==> config.mk <==
export PLATFORM = sky130hd
export DESIGN_NAME = mbd_reduce
export DESIGN_NICKNAME = d
export VERILOG_FILES = /design/src/rtl/mbd_pkg.sv /design/src/rtl/mbd_reduce.sv
export SDC_FILE = /design/constraint.sdc
export NUM_CORES = 1
export LEC_CHECK = 0
export ABC_AREA = 1
export BUFFER_PORTS_ARGS = -buffer_cell sky130_fd_sc_hd__buf_2
export CORE_ASPECT_RATIO = 0.5
export CORE_MARGIN = 3
export CORE_UTILIZATION = 47
export DETAILED_ROUTE_END_ITERATION = 10
export GPL_TIMING_DRIVEN = 1
export PLACE_DENSITY = 0.95
export SYNTH_ARGS = -nofsm -noshare
export SYNTH_HDL_FRONTEND = slang
export SYNTH_SLANG_ARGS = --single-unit
==> constraint.sdc <==
create_clock -name vclk -period 2.34
set_input_delay 0.234 -clock vclk [all_inputs]
set_output_delay 0.234 -clock vclk [all_outputs]
set_load 0.03 [all_outputs]
==> src/rtl/mbd_pkg.sv <==
// Package for the 2x2 box-filter mipmap downsampler.
// Holds the lane layout, channel widths, register indexes and defaults.
// No dependencies.
package mbd_pkg;

  // Channel and dimension widths.
  localparam int CH_W   = 8;
  localparam int LANE_W = CH_W + 1;
  localparam int DIM_W  = 13;
  localparam int HALF_W = DIM_W - 1;

  // Default for the widest source row the line store covers.
  localparam int MBD_MAX_WIDTH = 4096;

  // Alpha threshold and the two alpha results.
  localparam logic [CH_W-1:0] ALPHA_THRESH = 8'd128;
  localparam logic [CH_W-1:0] ALPHA_FULL   = 8'd255;
  localparam logic [CH_W-1:0] ALPHA_NONE   = 8'd0;

  // Configuration register indexes (byte address bit 2).
  localparam logic REG_SRC_WIDTH  = 1'b0;
  localparam logic REG_SRC_HEIGHT = 1'b1;

  // Horizontal pair sum of one RGBA pixel pair, red in the low lane.
  typedef struct packed {
    logic [LANE_W-1:0] alpha;
    logic [LANE_W-1:0] blue;
    logic [LANE_W-1:0] green;
    logic [LANE_W-1:0] red;
  } pair_t;

  localparam int PAIR_W = $bits(pair_t);

endpackage

==> src/rtl/mbd_reduce.sv <==
// Block reduction: adds the upper and lower pair sums of a 2x2 block,
// takes the truncated mean per channel and thresholds alpha. Uses mbd_pkg.
module mbd_reduce import mbd_pkg::*; (
  input  pair_t           upper,
  input  pair_t           lower,
  output logic [CH_W-1:0] red,
  output logic [CH_W-1:0] green,
  output logic [CH_W-1:0] blue,
  output logic [CH_W-1:0] alpha
);

  logic [LANE_W:0] sum_r, sum_g, sum_b, sum_a;
  logic [CH_W-1:0] mean_a;

  // Four-pixel sums; the mean is the sum shifted down by two.
  always_comb begin
    sum_r  = {1'b0, upper.red}   + {1'b0, lower.red};
    sum_g  = {1'b0, upper.green} + {1'b0, lower.green};
    sum_b  = {1'b0, upper.blue}  + {1'b0, lower.blue};
    sum_a  = {1'b0, upper.alpha} + {1'b0, lower.alpha};
    red    = sum_r[LANE_W:2];
    green  = sum_g[LANE_W:2];
    blue   = sum_b[LANE_W:2];
    mean_a = sum_a[LANE_W:2];
    alpha  = (mean_a < ALPHA_THRESH) ? ALPHA_NONE : ALPHA_FULL;
  end

endmodule

==> results by group, run 1 <==
Floorplanning
  – CORE AREA: 2780 um2
  – Initial Utilization: 0.532
  – # IOs: 104
  – Die area: 3900 um2
  – Rows: 13
  – Die H: between 40 and 50 um
  – Die W: 85.3 um

Job
  – Total of max-cap violations: 0

Finish
  – Clkbuf count: 0
  – # fillers: between 200 and 250
  – Fin area: 1990 um2
  – FFs & Latches: 0
  – Area grow syn2layout: 34.8%
  – Core Util, Final: 0.717
  – Layout net count: approximately 460
  – Sequential Area: 0 um2
  – Layout cells sized above 1: 0.398
  – Antenna diodes: 0

STA
  – Hold violation count in the final report: 0
  – Max Slew Vio Count: 0
  – Least-Margin Pin Slew: 0.243 ns
  – Minimum clock period: 1.68 ns
  – Rel. slew slack: 0.837
  – RSZ-0062 raised after global routing: no
  – Final setup margin: about 0.66 ns
  – Fmax: between 500 and 600 MHz
  – Final setup fails: 0
  – Sum Neg Setup Slack: 0 ns
  – Period Utilization, post-route: 0.719

Placed design
  – Placer Congestion: 0.899
  – Final HPWL DP: about 3700 um
  – IO Port Bufs: 104
  – Area after DPL: 1990 um2
  – Setup WS pre-CTS: roughly 0.68 ns

Critical path
  – Crit-path max FO: 4
  – Crit path DAT: approximately 1.5 ns
  – Endpoint class of the critical path: primary output
  – Worst setup path class: primary input to primary output
  – Crit-path max cell delay: 0.35 ns
  – Critical-path cell list: buf_2, ha_1, inv_2, o21ai_1, nor2_1, nand2_1, nand2_1, nand2_1, buf_2
  – Slowest cell on crit path: ha_1
  – Crit-path most repeated cell: nand2_1
  – Startpoint Class: primary input
  – Critical path data required time: 2.11 ns

Synth
  – Syn Area/Cell: slightly below 6 um2
  – Post-Synthesis Cell Area: between 1000 and 1500 um2
  – Synthesized instance count: 255
  – Yosys warns: 0
  – Yosys cell types: 20
  – Sequential fraction of the synthesis area: 0
  – Mapped Nets: 359

Routing
  – First DRT Iteration DRCs: 79
  – Drt first pass iters: 5
  – Via count: 1864
  – # DRC: 0
  – Routed wire length: 4030 um
  – Drt wl/cell: 10.4 um
  – Antenna-violating nets left: 0
  – DR vias/cell: 4.79

Min path
  – Hold Crit Class: primary input to primary output

Global routing
  – Met2 Usage GRT: 0.443
  – Largest net degree at the start of global routing: 9
  – M1 GR Usage: 0.201
  – First-pass GRT wire length: 6500 um
  – Met3 global-route usage: 0.0108
  – Vias in the first global route: roughly 1800
  – GRT overflow: 0
  – Most Used Layer, Global Route: met2
  – Overall Global Routing Usage: 0.196
  – Initial antenna violation count: 0

Clock tree
  – Setup bufs post-CTS: 0
  – # hold bufs at CTS: 0
  – CTS resizes: 0

Power and ir drop
  – P per Cell Area: between 300 and 400 nW/um2
  – Total power: 683 uW
  – Leak Pwr: roughly 0.0013 uW
  – Peak supply drop: 206 uV

Status
  – Status: finished, final reports clean
worst max-delay path, delay by kind of cell:
family / cells / cell delay, ns
AND/OR/NAND/NOR: 4 / 0.29
AO/OA/AOI/OAI: 1 / 0.23
buffers and inverters: 3 / 0.34
adder cells (fa/ha/maj): 1 / 0.35
cell families (layout without fill, tap and decap cells):
group / after synthesis / in the layout / share of synthesized area
compound gates: 24 / 24 / 0.0854
simple gates: 135 / 135 / 0.433
buf+inv: 55 / 152 / 0.157
fa+ha+maj: 32 / 32 / 0.271
xor+xnor: 9 / 9 / 0.0533
cells in the final DEF (no fill, tap or decap), types with 4 or more instances in the layout:
master and n:
buf_2 104, nand2_1 77, inv_1 40, ha_1 32, nand2_2 19, a21oi_1 13
nand3_1 13, nor2_1 11, xor2_1 9, nand2_4 5, inv_2 5, o21ai_1 5
o21ai_0 4
Yosys cell counts:
master	n	area, um2
a21oi_1	13	65.1
buf_4	7	52.6
clkinv_1	3	11.3
ha_1	32	400
inv_1	40	150
inv_2	5	18.8
nand2_1	77	289
nand2_2	19	119
nand2_4	5	56.3
nand3_1	13	65.1
nand3_2	3	30.0
nand4_1	1	6.26
nor2_1	11	41.3
nor2_2	3	18.8
nor3_1	3	15.0
o21a_1	1	7.51
o21ai_0	4	20.0
o21ai_1	5	25.0
o21ai_2	1	8.76
xor2_1	9	78.8
final timing paths:
check | from | to | cells past startpoint
max | lower[15] | green[5] | 9
min | lower[8] | red[7] | 5
metal layers:
metal | part of all wire | up-vias | wire length, um
met1 | 0.38 | 804 | 1540
met2 | 0.54 | 69 | 2180
met4 | 0.0097 | 0 | 39
met5 | 0 | - | 0
met3 | 0.066 | 6 | 267
li1 | - | 985 | -
metrics by stage:
stage	hold WS, ns	instances
3_3_place_gp	0.930	389
5_1_grt	0.972	389
6_report	0.944	389
4_1_cts	0.952	389
3_5_place_dp	0.946	389
2_1_floorplan	0.794	255
where the power goes:
| part | switching [uW] | internal, uW |
|---|---|---|
| logic | 451 | 232 |
| registers | 0 | 0 |
| clock network | 0 | 0 |
| total | 451 | 232 |
cell type report:
cell class	count	area [um2]	area share
multi-input combinational	200	1250	0.625
timing repair buffer	104	520	0.261
inverter	48	180	0.0904
tap	37	46.3	0.0232
No activity file was read; power rests on OpenSTA's default activity.
==> inputs of run 2 (changes only) <==
--- a/config.mk
+++ b/config.mk
@@ -9,10 +9,10 @@
 export BUFFER_PORTS_ARGS = -buffer_cell sky130_fd_sc_hd__buf_2
 export CORE_ASPECT_RATIO = 0.5
 export CORE_MARGIN = 3
-export CORE_UTILIZATION = 47
+export CORE_UTILIZATION = 44
 export DETAILED_ROUTE_END_ITERATION = 10
 export GPL_TIMING_DRIVEN = 1
-export PLACE_DENSITY = 0.95
+export PLACE_DENSITY = 0.91
 export SYNTH_ARGS = -nofsm -noshare
 export SYNTH_HDL_FRONTEND = slang
 export SYNTH_SLANG_ARGS = --single-unit
==> constraint.sdc (replaced) <==
create_clock -name vclk -period 1.7
set_input_delay 0.17 -clock vclk [all_inputs]
set_output_delay 0.17 -clock vclk [all_outputs]
set_load 0.03 [all_outputs]
==> run 2 against run 1 <==
  * Die area grew 6.1%
  * Utilization fell by 7.3 points
  * Setup slack got worse by 0.53 ns
  * Non-clock buffer count did not move
  * Worst hold slack worse by 0.14 ns
  * Routed wire length down 0.62%
==> results by group, run 2 (synthesized netlist as in run 1, its figures left out) <==
Finish
  – Layout net count: 458
  – Antenna diodes: 0
  – Clkbuf count: 0
  – Commonest non-fill, non-tap cell in the layout: buf_2
  – Sequential Area: 0 um2
  – # fillers: 269
  – Area grow syn2layout: 35.0%
  – FFs & Latches: 0
  – Non-filler cells, final: 392
  – Commonest cells after routing, fill and taps aside: buf_2 (104), nand2_1 (77), inv_1 (40), ha_1 (32), nand2_2 (19)
  – Multi-input logic area: 1250 um2
  – Layout cells sized above 1: 0.398

Floorplanning
  – Initial Utilization: 0.477
  – Die H: between 40 and 50 um
  – CORE AREA: ~3100 um2
  – Die area: 4140 um2
  – Die W: 88.0 um
  – Rows: 14
  – # IOs: about 100

STA
  – Max Slew Vio Count: 0
  – Rel. slew slack: 0.861
  – RSZ-0062 raised after global routing: no
  – Period Utilization, post-route: 0.928
  – Minimum clock period: 1.58 ns
  – Hold violation count in the final report: 0
  – Least-Margin Pin Slew: 0.208 ns
  – Sum Neg Setup Slack: 0 ns
  – Final setup fails: 0
  – Fmax: 634 MHz
  – WHS: 0.808 ns
  – Final setup margin: 0.123 ns

Critical path
  – Buf+Inv Stages, Crit Path: 3
  – Startpoint Class: primary input
  – Crit path DAT: about 1.4 ns
  – Crit-path most repeated cell: nand2_1
  – Crit-path max cell delay: 0.36 ns
  – Crit-path max FO: 4
  – Endpoint class of the critical path: primary output
  – Crit-path leading delay family: simple AND/OR/NAND/NOR gates
  – Critical-path cell list: buf_2, ha_1, nand2_1, clkinv_1, nand2_1, nand2_2, nand2_1, nand2_1, nand2_1, nand2_1, buf_2
  – Critical path data required time: 1.53 ns
  – Worst setup path class: primary input to primary output
  – Launch point of the worst path: upper[3]
  – Slowest cell on crit path: ha_1

Global routing
  – Initial antenna violation count: 0
  – First-pass GRT wire length: 6000 um
  – M1 GR Usage: 0.189
  – Vias in the first global route: 1604
  – Most Used Layer, Global Route: met2
  – Overall Global Routing Usage: 0.175
  – Met2 Usage GRT: 0.391
  – Met3 global-route usage: 0.0105
  – Largest net degree at the start of global routing: 9
  – GRT overflow: 0

Placed design
  – IO Port Bufs: 104
  – Final HPWL DP: 3660 um
  – Setup WS pre-CTS: 0.134 ns
  – Placer Congestion: 0.891
  – Placed insts: 392

Clock tree
  – # hold bufs at CTS: 0
  – Setup bufs post-CTS: 0
  – CTS resizes: 0

Min path
  – Hold Crit Class: primary input to primary output
  – Hold path start: lower[18]
  – Hold depth: 5
  – Min-Delay Endpoint: blue[0]

Power and ir drop
  – Peak supply drop: between 200 and 300 uV
  – Leak Pwr: 0.00131 uW
  – P per Cell Area: roughly 470 nW/um2
  – Total power: 943 uW

Routing
  – Via count: 1868
  – Routed wire length: approximately 4000 um
  – DR vias/cell: 4.77
  – Drt wl/cell: around 10 um
  – First DRT Iteration DRCs: 41
  – # DRC: 0
  – Drt first pass iters: 4
  – Antenna-violating nets left: 0

Job
  – Total of max-cap violations: 0

Status
  – Status: finished, final reports clean
-- run 2: how the worst max path moves through the flow --
stage / endpoint / cells past startpoint
global route: red[6] / 10
CTS: red[6] / 10
global placement: red[6] / 8
detailed placement: red[6] / 10
finish: red[6] / 11
floorplan: alpha[1] / 5
-- run 2: worst min-delay path, delay by kind of cell --
| family | cells | cell delay (ns) |
|---|---|---|
| buffers and inverters | 2 | 0.25 |
| and+or+nand+nor | 2 | 0.15 |
| xor gates and xnor gates | 1 | 0.06 |
-- run 2: where the power goes --
group | internal [uW] | switching [uW]
registers | 0 | 0
logic | 320 | 623
clock network | 0 | 0
-- run 2: metal layers --
| metal | routed length [um] | share of wire |
|---|---|---|
| met4 | 31 | 0.0077 |
| met2 | 2160 | 0.54 |
| met1 | 1560 | 0.39 |
| met5 | 0 | 0 |
| met3 | 254 | 0.063 |
-- run 2: cell type report --
type                            count  area share
Inverter                           48      0.0902
Multi-Input combinational cell    200       0.624
Tap cell                           40      0.0251
Timing Repair Buffer              104       0.261
-- run 2: stage by stage --
stage          utilization  cell area, um2
2_1_floorplan            -            1480
3_3_place_gp         0.644            2000
3_5_place_dp         0.644            2000
4_1_cts              0.644            2000
5_1_grt              0.644            2000
6_report             0.644            2000
==> inputs of run 3 (changes only) <==
==> constraint.sdc (replaced) <==
create_clock -name vclk -period 1.54
set_input_delay 0.154 -clock vclk [all_inputs]
set_output_delay 0.154 -clock vclk [all_outputs]
set_load 0.03 [all_outputs]
==> run 3 against run 2 <==
  * Count of clock-buffer cells in the layout unchanged
  * Highest routed layer is now met3
  * Total power up 15%
  * Sequential share of layout area unchanged
  * Critical path depth down 2
  * Critical endpoint unchanged
  * Cell area grew 4.3%
  * First-iteration DRC count up 56%
  * Final cell count is the same
  * Non-clock buffer count did not move
==> results by group, run 3 (synthesized netlist as in run 1, its figures left out) <==
Global routing
  – First-pass GRT wire length: 6160 um
  – Vias in the first global route: 1687
  – Overall Global Routing Usage: 0.178
  – Initial antenna violation count: 0
  – Largest net degree at the start of global routing: 9
  – GRT overflow: 0

Power and ir drop
  – Leak Pwr: 0.00133 uW
  – P per Cell Area: 521 nW/um2
  – Peak supply drop: 289 uV

Routing
  – Metal3 WL: between 200 and 250 um
  – DR vias/cell: roughly 4.8
  – Metal-1 WL: about 1600 um
  – Via count: 1873
  – Routed wire length: 4210 um
  – Drt wl/cell: 10.8 um
  – Met2 WL post-DR: around 2400 um
  – # DRC: 0
  – DR top layer: met3
  – First DRT Iteration DRCs: 64
  – Drt first pass iters: 5
  – Antenna-violating nets left: 0

Critical path
  – Buf+Inv Stages, Crit Path: 2
  – Crit path DAT: 1.33 ns
  – Slowest cell on crit path: ha_1
  – Startpoint Class: primary input
  – Critical-path cell list: buf_2, ha_1, a21oi_1, nand2_2, nand2_1, nand2_1, nand2_1, nand2_1, buf_2
  – Crit-path max cell delay: 0.35 ns
  – Crit-path max FO: 4
  – Endpoint class of the critical path: primary output
  – Launch point of the worst path: upper[3]
  – Critical path data required time: 1.39 ns
  – Crit-path most repeated cell: nand2_1
  – Crit-path leading delay family: simple AND/OR/NAND/NOR gates
  – Worst setup path class: primary input to primary output

Clock tree
  – Setup bufs post-CTS: 0
  – # hold bufs at CTS: 0

Finish
  – Commonest cells after routing, fill and taps aside: buf_2 (99), nand2_1 (77), inv_1 (40), ha_1 (28), nand2_2 (19)
  – # fillers: 270
  – Antenna diodes: 0
  – Commonest non-fill, non-tap cell in the layout: buf_2
  – FFs & Latches: 0
  – Layout cells sized above 1: 0.426
  – Sequential Area: 0 um2
  – Layout net count: 458
  – Area grow syn2layout: 40.9%
  – Clkbuf count: 0

Floorplanning
  – Initial Utilization: 0.477
  – # IOs: 104
  – Rows: 14
  – CORE AREA: 3100 um2
  – Die H: approximately 47 um
  – Die W: ~90 um
  – Die area: 4140 um2

STA
  – Final setup margin: 0.0566 ns
  – Rel. slew slack: 0.872
  – WHS: 0.774 ns
  – Final setup fails: 0
  – Minimum clock period: 1.48 ns
  – Max Slew Vio Count: 0
  – Fmax: 674 MHz
  – Least-Margin Pin Slew: 0.190 ns
  – Sum Neg Setup Slack: 0 ns
  – Period Utilization, post-route: 0.963
  – Hold violation count in the final report: 0

Job
  – Total of max-cap violations: 0

Min path
  – Hold path start: lower[22]
  – Hold Crit Class: primary input to primary output

Status
  – Status: finished, final reports clean

Placed design
  – Final HPWL DP: around 3700 um
  – Placer Congestion: 0.863
  – IO Port Bufs: 104
  – Setup WS pre-CTS: 0.0500 ns
run 3: report_power, final:
group | internal, uW | total, uW | switching, uW
registers | 0 | 0 | 0
logic | 383 | 1090 | 703
clock network | 0 | 0 | 0
total | 383 | 1090 | 703
run 3: routing by layer:
layer,track usage,vias to the layer above
met5,0,-
met4,0.0245,0
li1,-,986
met1,0.181,822
met2,0.410,65
met3,0.0158,0
run 3: stage by stage:
step / instances / utilization / instance area, um2 / power (uW)
2_1_floorplan: 255 / - / 1480 / 765
3_3_place_gp: 392 / 0.646 / 2000 / 1010
3_5_place_dp: 392 / 0.646 / 2000 / 1040
4_1_cts: 392 / 0.646 / 2000 / 1040
5_1_grt: 392 / 0.672 / 2080 / 1190
6_report: 392 / 0.672 / 2080 / 1090
run 3: final timing paths:
| kind | endpoint | cells past startpoint |
|---|---|---|
| min | blue[2] | 4 |
| max | red[6] | 9 |
run 3: area by class of cell:
class / instances / area, um2 / share of cell area
multi-input cells: 200 / 1320 / 0.634
repair buffers: 104 / 533 / 0.256
inverters: 48 / 180 / 0.0865
well taps: 40 / 50.0 / 0.0240
run 3: what timing repair did:
action | CTS | global route
resized for setup | 0 | 16
endpoints found under the hold margin | 0 | 0
endpoints found under the setup margin | 0 | 9
run 3: tightest hold or removal path: cells and delay by family:
kind | cells | cell delay [ns]
adder cells (fa/ha/maj) | 1 | 0.14
XOR/XNOR | 1 | 0.06
buffers and inverters | 2 | 0.27
